**src/rtl/ibp_pkg.sv**
```systemverilog
// Shared types and constants for the instruction byte predecoder.
// No dependencies; compiled first.
package ibp_pkg;

	localparam int QUEUE_DEPTH_DEF = 2;

	localparam logic [7:0] NOP_BYTE  = 8'hAE;
	localparam logic [7:0] RJMP_BYTE = 8'hAF;

	localparam logic [1:0] CLS_RR     = 2'd0;
	localparam logic [1:0] CLS_RI     = 2'd1;
	localparam logic [1:0] CLS_JMP    = 2'd2;
	localparam logic [1:0] CLS_PREFIX = 2'd3;

	typedef enum logic [2:0] {
		FORM_ILLEGAL = 3'd0,
		FORM_NOP     = 3'd1,
		FORM_RR      = 3'd2,
		FORM_RI      = 3'd3,
		FORM_RJMP    = 3'd4,
		FORM_IJMP    = 3'd5
	} form_t;

	// what the front has decided about a finished instruction
	typedef enum logic [1:0] {
		KIND_ILLEGAL = 2'd0,
		KIND_NOP     = 2'd1,
		KIND_PAIR    = 2'd2
	} kind_t;

	typedef struct packed {
		kind_t       kind;
		logic [7:0]  first_byte;
		logic [7:0]  second_byte;
		logic [3:0]  prefix;    // x bit 0, b bit 1, a bit 2, q bit 3
		logic [1:0]  length;
	} insn_t;

	typedef struct packed {
		logic full;
		logic empty;
	} q_status_t;

endpackage

```
**src/rtl/ibp_if.sv**
```systemverilog
// Valid/ready channel interfaces: code byte input and decoded result output.
// No dependencies.
interface ibp_byte_if;
	logic       valid;
	logic       ready;
	logic [7:0] code_byte;

	modport source (output valid, output code_byte, input ready);
	modport sink (input valid, input code_byte, output ready);
endinterface

interface ibp_res_if;
	logic              valid;
	logic              ready;
	logic [2:0]        form;
	logic [1:0]        operand_size;
	logic [4:0]        operation;
	logic [3:0]        first_register;
	logic [3:0]        second_register;
	logic signed [8:0] immediate;
	logic [1:0]        byte_length;
	logic              wide_flag;

	modport source (output valid, output form, output operand_size, output operation,
		output first_register, output second_register, output immediate,
		output byte_length, output wide_flag, input ready);
	modport sink (input valid, input form, input operand_size, input operation,
		input first_register, input second_register, input immediate,
		input byte_length, input wide_flag, output ready);
endinterface

```
**src/rtl/ibp_front.sv**
```systemverilog
// Front end: takes code bytes, tracks prefix and first byte, pushes finished
// instructions into the queue. Depends on ibp_pkg and ibp_if.
module ibp_front import ibp_pkg::*; (
	input  logic        clk,
	input  logic        arst_n,
	ibp_byte_if.sink    in_ch,
	input  q_status_t   q_status,
	output logic        push,
	output insn_t       push_insn
);

	logic       awaiting_q;
	logic [7:0] held_q;
	logic       pfx_seen_q;
	logic [3:0] pfx_q;
	logic [1:0] count_q;

	logic       accept;
	logic [7:0] b;
	logic [1:0] count_inc;

	assign in_ch.ready = !q_status.full;
	assign accept      = in_ch.valid && in_ch.ready;
	assign b           = in_ch.code_byte;
	assign count_inc   = count_q + 2'd1;

	always_comb begin
		push                   = 1'b0;
		push_insn.kind         = KIND_ILLEGAL;
		push_insn.first_byte   = held_q;
		push_insn.second_byte  = b;
		push_insn.prefix       = pfx_q;
		push_insn.length       = count_inc;
		if (accept) begin
			if (awaiting_q) begin
				push           = 1'b1;
				push_insn.kind = KIND_PAIR;
			end else if (b[7:6] == CLS_PREFIX) begin
				// reserved prefix bits or a second prefix
				push = (b[5:4] != 2'b00) || pfx_seen_q;
			end else if (b == NOP_BYTE) begin
				push           = 1'b1;
				push_insn.kind = KIND_NOP;
			end
		end
	end

	always_ff @(posedge clk or negedge arst_n) begin
		if (!arst_n) begin
			awaiting_q <= 1'b0;
			pfx_seen_q <= 1'b0;
			pfx_q      <= 4'd0;
			count_q    <= 2'd0;
		end else if (accept) begin
			if (push) begin
				awaiting_q <= 1'b0;
				pfx_seen_q <= 1'b0;
				pfx_q      <= 4'd0;
				count_q    <= 2'd0;
			end else if (b[7:6] == CLS_PREFIX) begin
				pfx_seen_q <= 1'b1;
				pfx_q      <= b[3:0];
				count_q    <= count_inc;
			end else begin
				awaiting_q <= 1'b1;
				count_q    <= count_inc;
			end
		end
	end

	always_ff @(posedge clk) begin
		if (accept && !push && b[7:6] != CLS_PREFIX) begin
			held_q <= b;
		end
	end

endmodule

```
**src/rtl/ibp_queue.sv**
```systemverilog
// Small flop-based FIFO between front and back end.
// Depends on ibp_pkg.
module ibp_queue import ibp_pkg::*; #(
	parameter int DEPTH = QUEUE_DEPTH_DEF
) (
	input  logic      clk,
	input  logic      arst_n,
	input  logic      push,
	input  insn_t     push_insn,
	input  logic      pop,
	output insn_t     head,
	output q_status_t status
);

	localparam int PW = (DEPTH > 1) ? $clog2(DEPTH) : 1;
	localparam int CW = $clog2(DEPTH + 1);

	insn_t         mem_q [DEPTH];
	logic [PW-1:0] wr_ptr_q;
	logic [PW-1:0] rd_ptr_q;
	logic [CW-1:0] count_q;

	function automatic logic [PW-1:0] next_ptr(input logic [PW-1:0] p);
		next_ptr = (p == PW'(DEPTH - 1)) ? '0 : p + PW'(1);
	endfunction

	assign status.full  = (count_q == CW'(DEPTH));
	assign status.empty = (count_q == '0);
	assign head         = mem_q[rd_ptr_q];

	always_ff @(posedge clk or negedge arst_n) begin
		if (!arst_n) begin
			wr_ptr_q <= '0;
			rd_ptr_q <= '0;
			count_q  <= '0;
		end else begin
			if (push) wr_ptr_q <= next_ptr(wr_ptr_q);
			if (pop) rd_ptr_q <= next_ptr(rd_ptr_q);
			if (push && !pop) count_q <= count_q + CW'(1);
			else if (pop && !push) count_q <= count_q - CW'(1);
		end
	end

	always_ff @(posedge clk) begin
		if (push) mem_q[wr_ptr_q] <= push_insn;
	end

endmodule

```
**src/rtl/ibp_back.sv**
```systemverilog
// Back end: decodes queued instructions into result fields and holds them
// in the output register. Holds the signed-immediate opcode mask.
// Depends on ibp_pkg and ibp_if.
module ibp_back import ibp_pkg::*; (
	input  logic        clk,
	input  logic        arst_n,
	input  logic        cfg_we,
	input  logic [15:0] cfg_wdata,
	input  insn_t       head,
	input  q_status_t   q_status,
	output logic        pop,
	ibp_res_if.source   out_ch
);

	logic [15:0] mask_q;
	logic        valid_q;

	form_t             d_form;
	logic [1:0]        d_size;
	logic [4:0]        d_op;
	logic [3:0]        d_r1;
	logic [3:0]        d_r2;
	logic [8:0]        d_imm;
	logic              d_wide;
	logic [7:0]        b0;
	logic [7:0]        b1;
	logic [3:0]        ra;
	logic              sext;

	assign b0   = head.first_byte;
	assign b1   = head.second_byte;
	assign ra   = {head.prefix[2], b1[7:5]};
	assign sext = mask_q[b0[3:0]] && b1[4];

	always_comb begin
		d_form = FORM_ILLEGAL;
		d_size = 2'd0;
		d_op   = 5'd0;
		d_r1   = 4'd0;
		d_r2   = 4'd0;
		d_imm  = 9'd0;
		case (head.kind)
			KIND_NOP: d_form = FORM_NOP;
			KIND_PAIR: begin
				if (b0[7:6] == CLS_RR) begin
					if (b1[1:0] == 2'b00) begin
						d_form = FORM_RR;
						d_size = b0[5:4];
						d_op   = {1'b0, b0[3:0]};
						d_r1   = ra;
						d_r2   = {head.prefix[1], b1[4:2]};
					end
				end else if (b0[7:6] == CLS_RI) begin
					d_form = FORM_RI;
					d_size = b0[5:4];
					d_op   = {1'b0, b0[3:0]};
					d_r1   = ra;
					d_imm  = {{4{sext}}, b1[4:0]};
				end else if (b0 == RJMP_BYTE) begin
					d_form = FORM_RJMP;
					d_op   = b1[4:0];
					d_r1   = {1'b0, b1[7:5]};
				end else if (b0[7:6] == CLS_JMP && !b0[5]) begin
					d_form = FORM_IJMP;
					d_op   = {1'b0, b0[3:0]};
					d_imm  = {b0[4], b1};
				end
			end
			default: d_form = FORM_ILLEGAL;
		endcase
		d_wide = (d_form != FORM_ILLEGAL) && head.prefix[3];
	end

	assign pop = !q_status.empty && (!valid_q || out_ch.ready);

	always_ff @(posedge clk or negedge arst_n) begin
		if (!arst_n) begin
			mask_q  <= 16'd0;
			valid_q <= 1'b0;
		end else begin
			if (cfg_we) mask_q <= cfg_wdata;
			if (pop) valid_q <= 1'b1;
			else if (out_ch.ready) valid_q <= 1'b0;
		end
	end

	always_ff @(posedge clk) begin
		if (pop) begin
			out_ch.form            <= d_form;
			out_ch.operand_size    <= d_size;
			out_ch.operation       <= d_op;
			out_ch.first_register  <= d_r1;
			out_ch.second_register <= d_r2;
			out_ch.immediate       <= d_imm;
			out_ch.byte_length     <= head.length;
			out_ch.wide_flag       <= d_wide;
		end
	end

	assign out_ch.valid = valid_q;

endmodule

```
**src/rtl/instruction_byte_predecoder_unit.sv**
```systemverilog
// Top level of the instruction byte predecoder: front end, queue, back end.
// Depends on ibp_pkg, ibp_if, ibp_front, ibp_queue, ibp_back.

// Takes one code byte per cycle while input ready is high. The byte that
// completes an instruction is pushed into the queue (front end tracks prefix
// and first byte in the accept cycle); the back end then decodes it out of the
// queue into the output register. Valid prefix bytes and first bytes of
// two-byte instructions produce no result. The queue (DEPTH entries)
// absorbs output stalls; input ready drops only when it is full.
module instruction_byte_predecoder_unit import ibp_pkg::*; #(
	parameter int QUEUE_DEPTH = QUEUE_DEPTH_DEF
) (
	input  logic        clk,
	input  logic        arst_n,
	input  logic        cfg_we,
	input  logic [15:0] cfg_wdata,
	ibp_byte_if.sink    in_ch,
	ibp_res_if.source   out_ch
);

	q_status_t q_status;
	logic      push;
	logic      pop;
	insn_t     push_insn;
	insn_t     head;

	ibp_front u_front (
		.clk       (clk),
		.arst_n    (arst_n),
		.in_ch     (in_ch),
		.q_status  (q_status),
		.push      (push),
		.push_insn (push_insn)
	);

	ibp_queue #(.DEPTH(QUEUE_DEPTH)) u_queue (
		.clk       (clk),
		.arst_n    (arst_n),
		.push      (push),
		.push_insn (push_insn),
		.pop       (pop),
		.head      (head),
		.status    (q_status)
	);

	ibp_back u_back (
		.clk       (clk),
		.arst_n    (arst_n),
		.cfg_we    (cfg_we),
		.cfg_wdata (cfg_wdata),
		.head      (head),
		.q_status  (q_status),
		.pop       (pop),
		.out_ch    (out_ch)
	);

`ifndef SYNTH
	// never push into a full queue without a pop, or pop an empty one
	a_no_overflow: assert property (@(posedge clk) disable iff (!arst_n)
		!(push && q_status.full && !pop))
		else $error("queue overflow");

	a_no_underflow: assert property (@(posedge clk) disable iff (!arst_n)
		!(pop && q_status.empty))
		else $error("queue underflow");

	// illegal results carry nothing but form and length
	a_illegal_clean: assert property (@(posedge clk) disable iff (!arst_n)
		(out_ch.valid && out_ch.form == FORM_ILLEGAL) |->
		(out_ch.wide_flag == 1'b0 && out_ch.operand_size == 2'd0 &&
		out_ch.immediate == 9'sd0))
		else $error("illegal result with nonzero payload");

	// an instruction pushed into an empty queue while the output is idle is then popped without waiting
	a_latency: assert property (@(posedge clk) disable iff (!arst_n)
		(push && q_status.empty && !out_ch.valid) |=> pop)
		else $error("back end missed a queued instruction");
`endif

endmodule
```
**src/flat_wrapper.sv**
```systemverilog
// flat-port wrapper written by rule: the top's interface ports become plain ports
module instruction_byte_predecoder_unit_flat import ibp_pkg::*;
#(
	parameter int QUEUE_DEPTH = QUEUE_DEPTH_DEF
)
  (clk, arst_n, cfg_we, cfg_wdata, in_ch_valid, in_ch_code_byte, in_ch_ready, out_ch_valid, out_ch_form, out_ch_operand_size, out_ch_operation, out_ch_first_register, out_ch_second_register, out_ch_immediate, out_ch_byte_length, out_ch_wide_flag, out_ch_ready);
  ibp_byte_if in_ch_i ();
  ibp_res_if out_ch_i ();
  input  logic clk;
  input  logic arst_n;
  input  logic cfg_we;
  input  logic [15:0] cfg_wdata;
  input wire logic [$bits(in_ch_i.valid)-1:0] in_ch_valid;
  input wire logic [$bits(in_ch_i.code_byte)-1:0] in_ch_code_byte;
  output wire logic [$bits(in_ch_i.ready)-1:0] in_ch_ready;
  output wire logic [$bits(out_ch_i.valid)-1:0] out_ch_valid;
  output wire logic [$bits(out_ch_i.form)-1:0] out_ch_form;
  output wire logic [$bits(out_ch_i.operand_size)-1:0] out_ch_operand_size;
  output wire logic [$bits(out_ch_i.operation)-1:0] out_ch_operation;
  output wire logic [$bits(out_ch_i.first_register)-1:0] out_ch_first_register;
  output wire logic [$bits(out_ch_i.second_register)-1:0] out_ch_second_register;
  output wire logic [$bits(out_ch_i.immediate)-1:0] out_ch_immediate;
  output wire logic [$bits(out_ch_i.byte_length)-1:0] out_ch_byte_length;
  output wire logic [$bits(out_ch_i.wide_flag)-1:0] out_ch_wide_flag;
  input wire logic [$bits(out_ch_i.ready)-1:0] out_ch_ready;
  assign in_ch_i.valid = in_ch_valid;
  assign in_ch_i.code_byte = in_ch_code_byte;
  assign in_ch_ready = in_ch_i.ready;
  assign out_ch_valid = out_ch_i.valid;
  assign out_ch_form = out_ch_i.form;
  assign out_ch_operand_size = out_ch_i.operand_size;
  assign out_ch_operation = out_ch_i.operation;
  assign out_ch_first_register = out_ch_i.first_register;
  assign out_ch_second_register = out_ch_i.second_register;
  assign out_ch_immediate = out_ch_i.immediate;
  assign out_ch_byte_length = out_ch_i.byte_length;
  assign out_ch_wide_flag = out_ch_i.wide_flag;
  assign out_ch_i.ready = out_ch_ready;
  instruction_byte_predecoder_unit #(.QUEUE_DEPTH(QUEUE_DEPTH)) u_core (.clk(clk), .arst_n(arst_n), .cfg_we(cfg_we), .cfg_wdata(cfg_wdata), .in_ch(in_ch_i), .out_ch(out_ch_i));
endmodule
```
**config.mk**
```make
export PLATFORM = sky130hd
export DESIGN_NAME = instruction_byte_predecoder_unit_flat
export DESIGN_NICKNAME = d
export VERILOG_FILES = /design/src/rtl/ibp_pkg.sv /design/src/rtl/ibp_if.sv /design/src/rtl/ibp_front.sv /design/src/rtl/ibp_queue.sv /design/src/rtl/ibp_back.sv /design/src/rtl/instruction_byte_predecoder_unit.sv /design/src/flat_wrapper.sv
export SDC_FILE = /design/constraint.sdc
export NUM_CORES = 1
export LEC_CHECK = 0
export BUFFER_PORTS_ARGS = -buffer_cell sky130_fd_sc_hd__buf_2
export CAP_MARGIN = 25
export CORE_MARGIN = 3
export CORE_UTILIZATION = 57
export CTS_CLUSTER_DIAMETER = 150
export DETAILED_ROUTE_END_ITERATION = 12
export GPL_TIMING_DRIVEN = 0
export PLACE_DENSITY = 0.79
export SETUP_SLACK_MARGIN = 0.1
export SLEW_MARGIN = 0
export SYNTH_ARGS = -nofsm -noshare
export SYNTH_HDL_FRONTEND = slang
export SYNTH_SLANG_ARGS = --single-unit
```
**constraint.sdc**
```tcl
create_clock -name clk -period 3.05 [get_ports clk]
set_input_delay 0.1525 -clock clk [delete_from_list [all_inputs] [get_ports clk]]
set_output_delay 0.1525 -clock clk [all_outputs]
set_load 0.005 [all_outputs]
```
# Word-level counts from Yosys, hierarchy flattened
# Memory sizes are Yosys's and may differ from the RTL's.
# Index checks and enable logic that the tools add are counted.
[classes]
n_addsub = 5
multipliers = 0
div_mod_pow = 0
n_lt_le_gt_ge = 1
n_eq_ne = 10
n_shift = 0
n_mux = 46
bitwise = 1
n_reduce_logical = 29
[ops]
columns = ["operator", "count"]
rows = [
  ["$mux W4", 7],
  ["$mux W9", 3],
  ["$mux W2", 9],
  ["$mux W1", 17],
  ["$eq A8 B8 Y1 const B", 2],
  ["$mux W3", 5],
  ["$mux W5", 3],
  ["$logic_and A1 B1 Y1", 9],
  ["$eq A2 B2 Y1 const B", 4],
  ["$reduce_bool A2 Y1", 4],
  ["$logic_not A1 Y1", 6],
  ["$logic_not A2 Y1", 3],
  ["$pmux W3 S2", 1],
  ["$lt A4 B5 Y1 const B", 1],
  ["$add A2 B1 Y2 const B", 2],
  ["$bmux W1 S4", 1],
  ["$eq A2 B1 Y1 const B", 2],
  ["$ne A2 B2 Y1 const B", 2],
  ["$reduce_and A2 Y1", 2],
  ["$reduce_and A3 Y1", 1],
  ["$reduce_bool A3 Y1", 1],
  ["$add A1 B1 Y1 const B", 2],
  ["$logic_or A1 B1 Y1", 2],
  ["$reduce_or A2 Y1", 1],
  ["other kinds (2)", 2],
]
[totals]
register_bits = 67
latch_bits = 0
ram_bits = 48
mem_bits_ro = 0
inputBits = 29
out_inout_bits = 32
elab_cells = 111
memories = 1
[memory_table]
columns = ["memory", "depth", "word_bits", "read_ports", "rd_ports_with_merged_regs", "write_ports", "line_no", "source"]
rows = [
  ["u_core.u_queue.mem_q", 2, 24, 1, 0, 1, "ibp_queue.sv:18", "insn_t mem_q [DEPTH];"],
]

# Logic depth before layout (Yosys ltp)
# Gate-level depths: netlist (run 1).
# An unclocked memory read counts as a cell.
[logic_depth]
ltp_word = 10
ltp_mapped = 12
depth_no_buf = 7

# Cells and area by module
# A second synthesis (run 1) with hierarchy kept.
[hier_totals]
cells_unflattened = 294
hier_area_um2 = 4859.7
[by_module_without_submodules]
columns = ["module", "instances", "cells_each", "area_per_inst_um2", "seq_area_each_um2"]
rows = [
  ["ibp_back", 1, 144, 2059.5, 1326.3],
  ["ibp_queue", 1, 91, 2020.7, 1541.5],
  ["ibp_front", 1, 59, 779.5, 440.4],
]

# Worst setup path before layout (run 1)
# No wires, ideal clock.
[synth_timing]
kind = "register to register"
from = "register u_core.u_queue.rd_ptr_q"
to = "register u_core.u_back.out_ch.wide_flag (data pin)"
setup_time_ns = 0.152
t_arrival_ns = 2.455
required_ns = 2.898
slack_ns = 0.443
path_stages_with_launch = 12
n_path_buf = 5
period_less_slack_ns = 2.607
path_cell_list = "dfrtp_1 buf_6 buf_8 buf_6 buf_4 buf_2 mux2i_1 ha_1 nand3_1 a221o_2 a31o_1 a31oi_1"
[synth_via]
elab_chain_cells = 10
word_cells_on_any_way = 18
classes_between = "eq/ne: 5; mux: 6; reduce/logical: 6; memory: 1"
[synth_lines]
columns = ["element", "line_no", "source"]
rows = [
  ["start: declaration", "ibp_queue.sv:20", "logic [PW-1:0] rd_ptr_q;"],
  ["start signal: assignment", "ibp_queue.sv:38", "if (pop) rd_ptr_q <= next_ptr(rd_ptr_q);"],
  ["$mem_v2 Z2 W24 (*)", "n/a", ""],
  ["$eq A2 B2 Y1 or $logic_not A1 Y1 (tied branches)", "ibp_back.sv:63", "end else if (b0[7:6] == CLS_JMP && !b0[5]) begin"],
  ["$logic_and A1 B1 Y1", "ibp_back.sv:63", ""],
  ["$mux W3", "ibp_back.sv:63", ""],
  ["$mux W3", "ibp_back.sv:59", "end else if (b0 == RJMP_BYTE) begin"],
  ["$mux W3", "ibp_back.sv:53", "end else if (b0[7:6] == CLS_RI) begin"],
  ["$mux W3", "ibp_back.sv:45", "if (b0[7:6] == CLS_RR) begin"],
  ["$pmux W3 S2", "ibp_back.sv:42", "case (head.kind)"],
  ["$reduce_bool A3 Y1", "ibp_back.sv:71", "d_wide = (d_form != FORM_ILLEGAL) && head.prefix[3];"],
  ["$logic_and A1 B1 Y1 (*)", "ibp_back.sv:71", ""],
  ["via u_core.u_back.d_wide", "ibp_back.sv:24", "logic d_wide;"],
  ["end signal: assignment", "ibp_back.sv:96", "out_ch.wide_flag <= d_wide;"],
  ["end: declaration", "ibp_if.sv:26", "output byte_length, output wide_flag, input ready);"],
]
# Mark *: on every way through the listed nets, which the timed path passes. The rest lies on a longest branch.
# A chain may end at the register's enable or synchronous reset.

# Worst setup path after layout (run 1)
[layout_timing]
from = "register u_core.u_queue.rd_ptr_q"
to = "register u_core.u_back.out_ch.immediate[6] (data pin)"
[layout_via]
elab_chain_cells = 6
word_cells_on_any_way = 16
classes_between = "eq/ne: 4; mux: 5; bitwise: 1; reduce/logical: 5; memory: 1"
[layout_lines]
columns = ["element", "line_no", "source"]
rows = [
  ["$mem_v2 Z2 W24 (*)", "n/a", ""],
  ["parallel branches: the longest is 5 deep, another holds $mux W9", "n/a", ""],
  ["end signal: assignment", "ibp_back.sv:94", "out_ch.immediate <= d_imm;"],
  ["end: declaration", "ibp_if.sv:25", "output first_register, output second_register, output immediate,"],
]
# Every way passes the cells marked *. The select of a mux whose other input is x is not followed.

==> run_results.csv, run 1 <==
group,metric,value,unit
clock_tree,cts-root-buf,"clkbuf_8",
place,dp_slack,-0.0687,ns
timing,max_freq,359,MHz
critical_path,slowest_delay,0.38,ns
finish,multi_input_area,1350,um^2
timing,worstMarginPinSlew,0.762,ns
global_route,grt_overflow_total,0,
critical_path,arrival,2.99,ns
routing,detail-route-antenna-nets,0,
finish,n_fill_cell,566,
synthesis,ys_async_sr_fraction,25.0,%
clock_tree,clkTransAtPathRegs,0.10,ns
die,rows,32,
finish,n_antenna_cell,0,
finish,syn_to_final_growth,16.3,%
routing,drcViolationCount,0,
routing,drt-initial-drc-count,211,
critical_path,r2r_start,"u_core.u_queue.rd_ptr_q",
min_path,hp-class,"input port to flip-flop",
min_path,hp-start,"cfg_wdata[0]",
synthesis,synth_top_area_share,53.8,%
critical_path,crit_buf_inv,4,
synthesis,ys_seq_area_share,68.8,%
place,dpl_cell_area,5160,um^2
routing,wirelength,8950,um
min_path,min_to,"u_core.u_back.mask_q[0]",
synthesis,dominantRegCellSynth,"edfxtp_1",
critical_path,reg2reg_to,"u_core.u_back.out_ch.immediate[6]",
synthesis,ys_warn_count,0,
clock_tree,cts.htree.levels,3,
synthesis,synth_top_family_by_area,"simple AND/OR/NAND/NOR gates",
synthesis,netlist_area,4690,um^2
pwr,ir_drop,0.517,mV
timing,fin_ws,0.262,ns
die,io_pins,61,
min_path,hold_depth,2,
synthesis,yosys.area_share.simple,10.2,%
pwr,power,4.62,mW
timing,fin_crit,2.79,ns
die,die-area,9350,um^2
clock_tree,clock_path_buffers,2,
global_route,grt_usage,19.8,%
synthesis,synthAdderAreaFrac,0.801,%
pwr,power.share.clock,19.3,%
global_route,grt_pass1_wl,14700,um
routing,vias_per_cell,5.78,
synthesis,yosys.area.top_type,"edfxtp_1",
clock_tree,clkSinkCount,112,
timing,maxSlewHeadroom,49.0,%
pwr,combPwrFrac,31.4,%
timing,finalClockSkew,0.00869,ns
timing,setup-tns-final,0,ns
synthesis,synth_compound_area_share,8.30,%
pwr,power_switching,1.45,mW
synthesis,synth_cells,318,
timing,finalMaxSlewViolations,0,
synthesis,synth-xor-area-share,1.12,%
critical_path,r2r_cells,10,
job,drv_cap,0,
timing,period_share,91.4,%
clock_tree,clk_latency,0.36,ns
synthesis,muxShareOfSynthArea,8.14,%
clock_tree,cts_buffers,9,
run_status,status,"complete, no violations",
routing,wl_per_cell,17.7,um
critical_path,cp_cell_sequence,"buf_6, buf_8, buf_6, buf_8, mux2i_2, ha_1, nand3_1, nor4_1, nand4b_1, o211ai_1",
die,core_area,7850,um^2
routing,first_pass_iters,4,
synthesis,synth_seq_cells,112,
pwr,p_sw_share,31.4,%
synthesis,synth_nets,350,
pwr,leakage,2.11,nW
timing,grt_setup_unrepaired,"false",
critical_path,cp_max_fo,19,
critical_path,rrSetupSlack,0.26,ns
timing,setup_viol,0,
synthesis,ys_top_cells_by_area,"edfxtp_1 (54%), dfrtp_1 (15%), mux2_2 (5.3%)",
finish,regArea,3220,um^2
synthesis,yosysUniqueCellTypes,60,
pwr,powerDensity,848,nW/um^2
pwr,intPower,3.17,mW
critical_path,critPathTopFamily,"simple AND/OR/NAND/NOR gates",
place,gp_congestion,0.868,
critical_path,cp.required,3.25,ns
critical_path,critPathKind,"flip-flop to flip-flop",
finish,drive_above_1_share,30.4,%
die,fp.dieH,96.7,um
finish,finish.instance_area,5450,um^2
die,die_x,96.7,um
global_route,antenna_found_initial,0,
synthesis,synth_edf_count,84,
critical_path,crit_path_end_kind,"flip-flop",
finish,final_common_cell,"edfxtp_1",
die,initial_core_util,59.7,%
place,portBuffers,59,
critical_path,startpoint_type,"flip-flop",
routing,via_count,2923,
clock_tree,cts_tree,"yes",
synthesis,synth.avg_cell_area,14.7,um^2
place,hpwlAfterDp,6390,um
timing,hold_violations,0,
finish,fin_nets,431,
global_route,grt_start_max_net_pins,30,
finish,utilization,69.5,%
global_route,grt_pass1_vias,2926,
critical_path,critPathSlowestCell,"dfrtp_1",
finish,layout_common_cells,"edfxtp_1 (84), buf_2 (61), nor2_1 (29)",
pwr,seqPwrFrac,49.4,%
==> registers in the layout, summed over array words and instances, names as in the netlist, 2 cells and up <==
signal,cells
u_core.u_queue.count_q,2
u_core.u_front.count_q,2
u_core.u_back.out_ch.form,3
u_core.u_front.pfx_q,3
u_core.u_back.out_ch.second_register,4
u_core.u_back.out_ch.first_register,4
u_core.u_back.out_ch.immediate,9
u_core.u_back.mask_q,16
u_core.u_back.out_ch.operand_size,2
u_core.u_back.out_ch.byte_length,2
u_core.u_queue.mem_q,46
u_core.u_back.out_ch.operation,5
u_core.u_front.held_q,8
==> worst max-delay path by stage <==
stage                                  from                                end  slack, ns  depth (start not counted)
CTS                 u_core.u_queue.rd_ptr_q  u_core.u_back.out_ch.operation[2]       0.12                         10
global placement         in_ch_code_byte[0]         u_core.u_queue.mem_q[0][9]      -0.19                          5
finish              u_core.u_queue.rd_ptr_q  u_core.u_back.out_ch.immediate[6]       0.26                         10
global route        u_core.u_queue.rd_ptr_q  u_core.u_back.out_ch.immediate[6]       0.14                         10
detailed placement  u_core.u_queue.rd_ptr_q  u_core.u_back.out_ch.immediate[6]      -0.07                         11
floorplan           u_core.u_queue.rd_ptr_q     u_core.u_back.out_ch.wide_flag       0.44                         11
==> timing repair <==
item	4_1_cts	5_1_grt
buffers inserted	0	3
hold buffers	4	1
endpoints found under the hold margin	31	1
setup endpoints to repair	14	13
gates resized for setup	0	3
pin swaps	0	1
==> per-layer routing <==
metal / track usage [%] / routed length, um / vias to the layer above
met5: 0 / 0 / -
met4: 8.42 / 239 / 0
met3: 3.46 / 595 / 21
met2: 30.5 / 4230 / 121
met1: 28.2 / 3880 / 1418
li1: - / - / 1363
==> per-stage QoR <==
step / std cells / hold WS, ns
final: 506 / 0.0141
after floorplan: 318 / -0.143
after detailed placement: 482 / 0.219
after global placement: 479 / 0.200
after global routing: 506 / 0.00848
after CTS: 501 / 0.000450
==> synth_stat cells (3+ instances only) <==
library cell  number
a21oi_1            6
o21ai_0           11
mux2_2            22
nor2b_1           13
nand2b_1           4
o22ai_1            3
a22o_1             3
dfrtp_1           28
o32a_1             3
o211ai_1           5
nand2_1           14
edfxtp_1          84
buf_6              3
xor2_1             4
o221ai_1           3
ha_1               3
buf_2              3
inv_1             12
mux2i_1           12
nor2_1            29
==> cell type report <==
| type | instances | area share [%] |
|---|---|---|
| clock buffer | 11 | 2.59 |
| clock inverter | 5 | 1.17 |
| buffer | 9 | 1.49 |
| timing repair buffer | 71 | 7.76 |
| tap | 102 | 2.34 |
| sequential | 112 | 59.1 |
| multi-input combinational | 184 | 24.7 |
| inverter | 12 | 0.826 |
==> power by group through the flow <==
stage | Combinational (mW) | Clock, mW | Sequential [mW]
floorplan | 0.884 | 0 | 2.31
global placement | 1.31 | 0 | 2.30
detailed placement | 1.41 | 0 | 2.31
CTS | 1.42 | 0.909 | 2.28
global route | 1.60 | 0.980 | 2.32
finish | 1.45 | 0.891 | 2.28
==> cells by family after synthesis <==
kind of cell	Yosys count
muxes	35
xor gates and xnor gates	6
adders and majority gates	3
DFF	112
buffers and inverters	22
AOI/OAI and AO/OA	53
and+or+nand+nor	87
(Power assumes the default switching activity.)
==> run 2, diff against run 1 <==
--- a/config.mk
+++ b/config.mk
@@ -17,4 +17,5 @@
 export SLEW_MARGIN = 0
 export SYNTH_ARGS = -nofsm -noshare
 export SYNTH_HDL_FRONTEND = slang
+export SYNTH_HIERARCHICAL = 1
 export SYNTH_SLANG_ARGS = --single-unit
==> run 2 against run 1 <==
  * Worst hold slack better by 0.010 ns
  * Largest power group unchanged
  * Clock power is 1% lower
  * Core utilization increased by 1.5 points
==> run_results.csv, run 2 <==
group,metric,value,unit
critical_path,cp.required,3.15,ns
finish,final_common_cell,"edfxtp_1",
die,io_pins,61,
clock_tree,clkSinkCount,112,
synthesis,synth_cells,289,
routing,wirelength,7960,um
critical_path,arrival,2.42,ns
global_route,grt_usage,18.1,%
place,dp_slack,0.654,ns
routing,first_pass_iters,4,
timing,setup-tns-final,0,ns
synthesis,synth.avg_cell_area,16.4,um^2
die,die-area,9470,um^2
clock_tree,cts_tree,"yes",
timing,max_freq,431,MHz
routing,wl_per_cell,16.4,um
die,die_x,97.3,um
timing,worstMarginPinSlew,0.680,ns
clock_tree,cts.htree.levels,3,
clock_tree,cts_buffers,9,
finish,regMostFlops,"u_core/u_queue/mem_q",
global_route,grt_pass1_vias,2719,
synthesis,netlist_area,4750,um^2
synthesis,ys_warn_count,6,
die,rows,32,
timing,fin_ws,0.732,ns
finish,utilization,70.9,%
routing,via_count,2616,
global_route,grt_overflow_total,0,
clock_tree,clock_path_buffers,2,
die,core_area,7890,um^2
run_status,status,"complete, no violations",
critical_path,crit_path_end_kind,"flip-flop",
place,hpwlAfterDp,5620,um
finish,fin_nets,409,
pwr,powerDensity,824,nW/um^2
place,gp_congestion,0.788,
timing,fin_crit,2.32,ns
finish,reg_top3,"u_core/u_queue/mem_q x46, u_core/u_back/mask_q x16, u_core/u_back/out_ch.immediate x9",
place,dpl_cell_area,5230,um^2
synthesis,synth_nets,321,
die,fp.dieH,97.3,um
critical_path,rrSetupSlack,0.73,ns
timing,period_share,76.0,%
min_path,hp-class,"input port to flip-flop",
critical_path,startpoint_type,"flip-flop",
critical_path,cp_cell_sequence,"buf_6, buf_12, mux2_4, clkbuf_1, mux4_2, o2111ai_2, nand3_1",
die,initial_core_util,60.2,%
finish,n_antenna_cell,0,
critical_path,critPathKind,"flip-flop to flip-flop",
clock_tree,clk_latency,0.36,ns
timing,grt_setup_unrepaired,"false",
clock_tree,cts_resized,0,
timing,finalClockSkew,0.00879,ns
job,drv_cap,0,
finish,finish.instance_area,5600,um^2
pwr,leakage,2.29,nW
finish,largest_reg_flops,46,
finish,layout_common_cells,"edfxtp_1 (84), buf_2 (60), dfrtp_1 (28)",
timing,finalMaxSlewViolations,0,
place,portBuffers,59,
routing,drcViolationCount,0,
pwr,ir_drop,0.563,mV
clock_tree,clkTransAtPathRegs,0.10,ns
timing,maxSlewHeadroom,54.7,%
timing,setup_viol,0,
global_route,antenna_found_initial,0,
finish,drive_above_1_share,33.8,%
routing,vias_per_cell,5.40,
finish,syn_to_final_growth,17.8,%
clock_tree,cts-root-buf,"clkbuf_8",
timing,hold_violations,0,
timing,whs,0.0241,ns
global_route,grt_start_max_net_pins,32,
routing,drt-initial-drc-count,73,
global_route,grt_pass1_wl,13400,um
critical_path,cp_max_fo,10,
critical_path,critPathSlowestCell,"mux4_2",
critical_path,slowest_delay,0.42,ns
routing,detail-route-antenna-nets,0,
==> run 2: cell types whose count changed in the layout (fill, tap and decap cells not counted), sizes merged, moves of 5 or more <==
cell         before  now
nand3             2    7
a21oi             6    1
o22ai             5    0
a22o              3    9
nor2             29   10
o21ai            12    5
nor2b            13    5
o211ai            5    0
mux2             22   39
nor3              1    6
and2              3   15
mux2i            13    4
dlygate4sd3       5   14
==> run 2: worst paths after layout <==
check	depth (start not counted)	end	start
hold / removal	2	u_core/u_back/mask_q[0]	cfg_wdata[0]
max in group asynchronous	2	u_core/u_queue/rd_ptr_q	arst_n
min in group asynchronous	2	u_core/u_back/out_ch.valid	arst_n
setup reg to reg	7	u_core/u_back/out_ch.immediate[6]	u_core/u_queue/rd_ptr_q
hold reg to reg	0	u_core/u_queue/mem_q[0][18]	u_core/u_front/held_q[4]
setup / recovery	7	u_core/u_back/out_ch.immediate[6]	u_core/u_queue/rd_ptr_q
==> run 2: stage by stage <==
step	total power, mW	cells
3_3_place_gp	3.65	450
5_1_grt	4.88	484
2_1_floorplan	3.26	289
3_5_place_dp	3.75	453
6_report	4.61	484
4_1_cts	4.64	482
==> run 2: cell type report <==
class	instances	area (um^2)
buffer	18	146
clock buffer	13	191
clock inverter	3	18.8
fill	517	2290
inverter	12	45.0
multi-input combinational	147	1350
sequential	112	3220
tap	102	128
timing repair buffer	77	493
==> run 2: timing repair <==
| action | 4_1_cts | 5_1_grt |
|---|---|---|
| endpoints found under the setup margin | 0 | 0 |
| endpoints found under the hold margin | 40 | 1 |
| hold buffers | 13 | 1 |
| buffers inserted | 0 | 0 |
==> run 2: worst max-delay path: cells and delay by family, from the launching register on <==
| kind | cells | cell delay (ns) |
|---|---|---|
| flops | 1 | 0.40 |
| mux | 2 | 0.61 |
| simple gates | 1 | 0.12 |
| buf+inv | 3 | 0.68 |
| compound gates | 1 | 0.26 |
==> run 2: power breakdown <==
group / switching (mW) / internal (mW) / total (mW)
sequential: 0.126 / 2.12 / 2.24
combinational: 0.771 / 0.714 / 1.48
clock: 0.460 / 0.419 / 0.879
==> run 2: layer usage <==
layer | routed length (um) | vias up | track usage (%)
met3 | 384 | 17 | 4.38
met4 | 183 | 0 | 7.03
met2 | 4040 | 74 | 30.4
met5 | 0 | - | 0
li1 | - | 1244 | -
met1 | 3350 | 1281 | 22.7
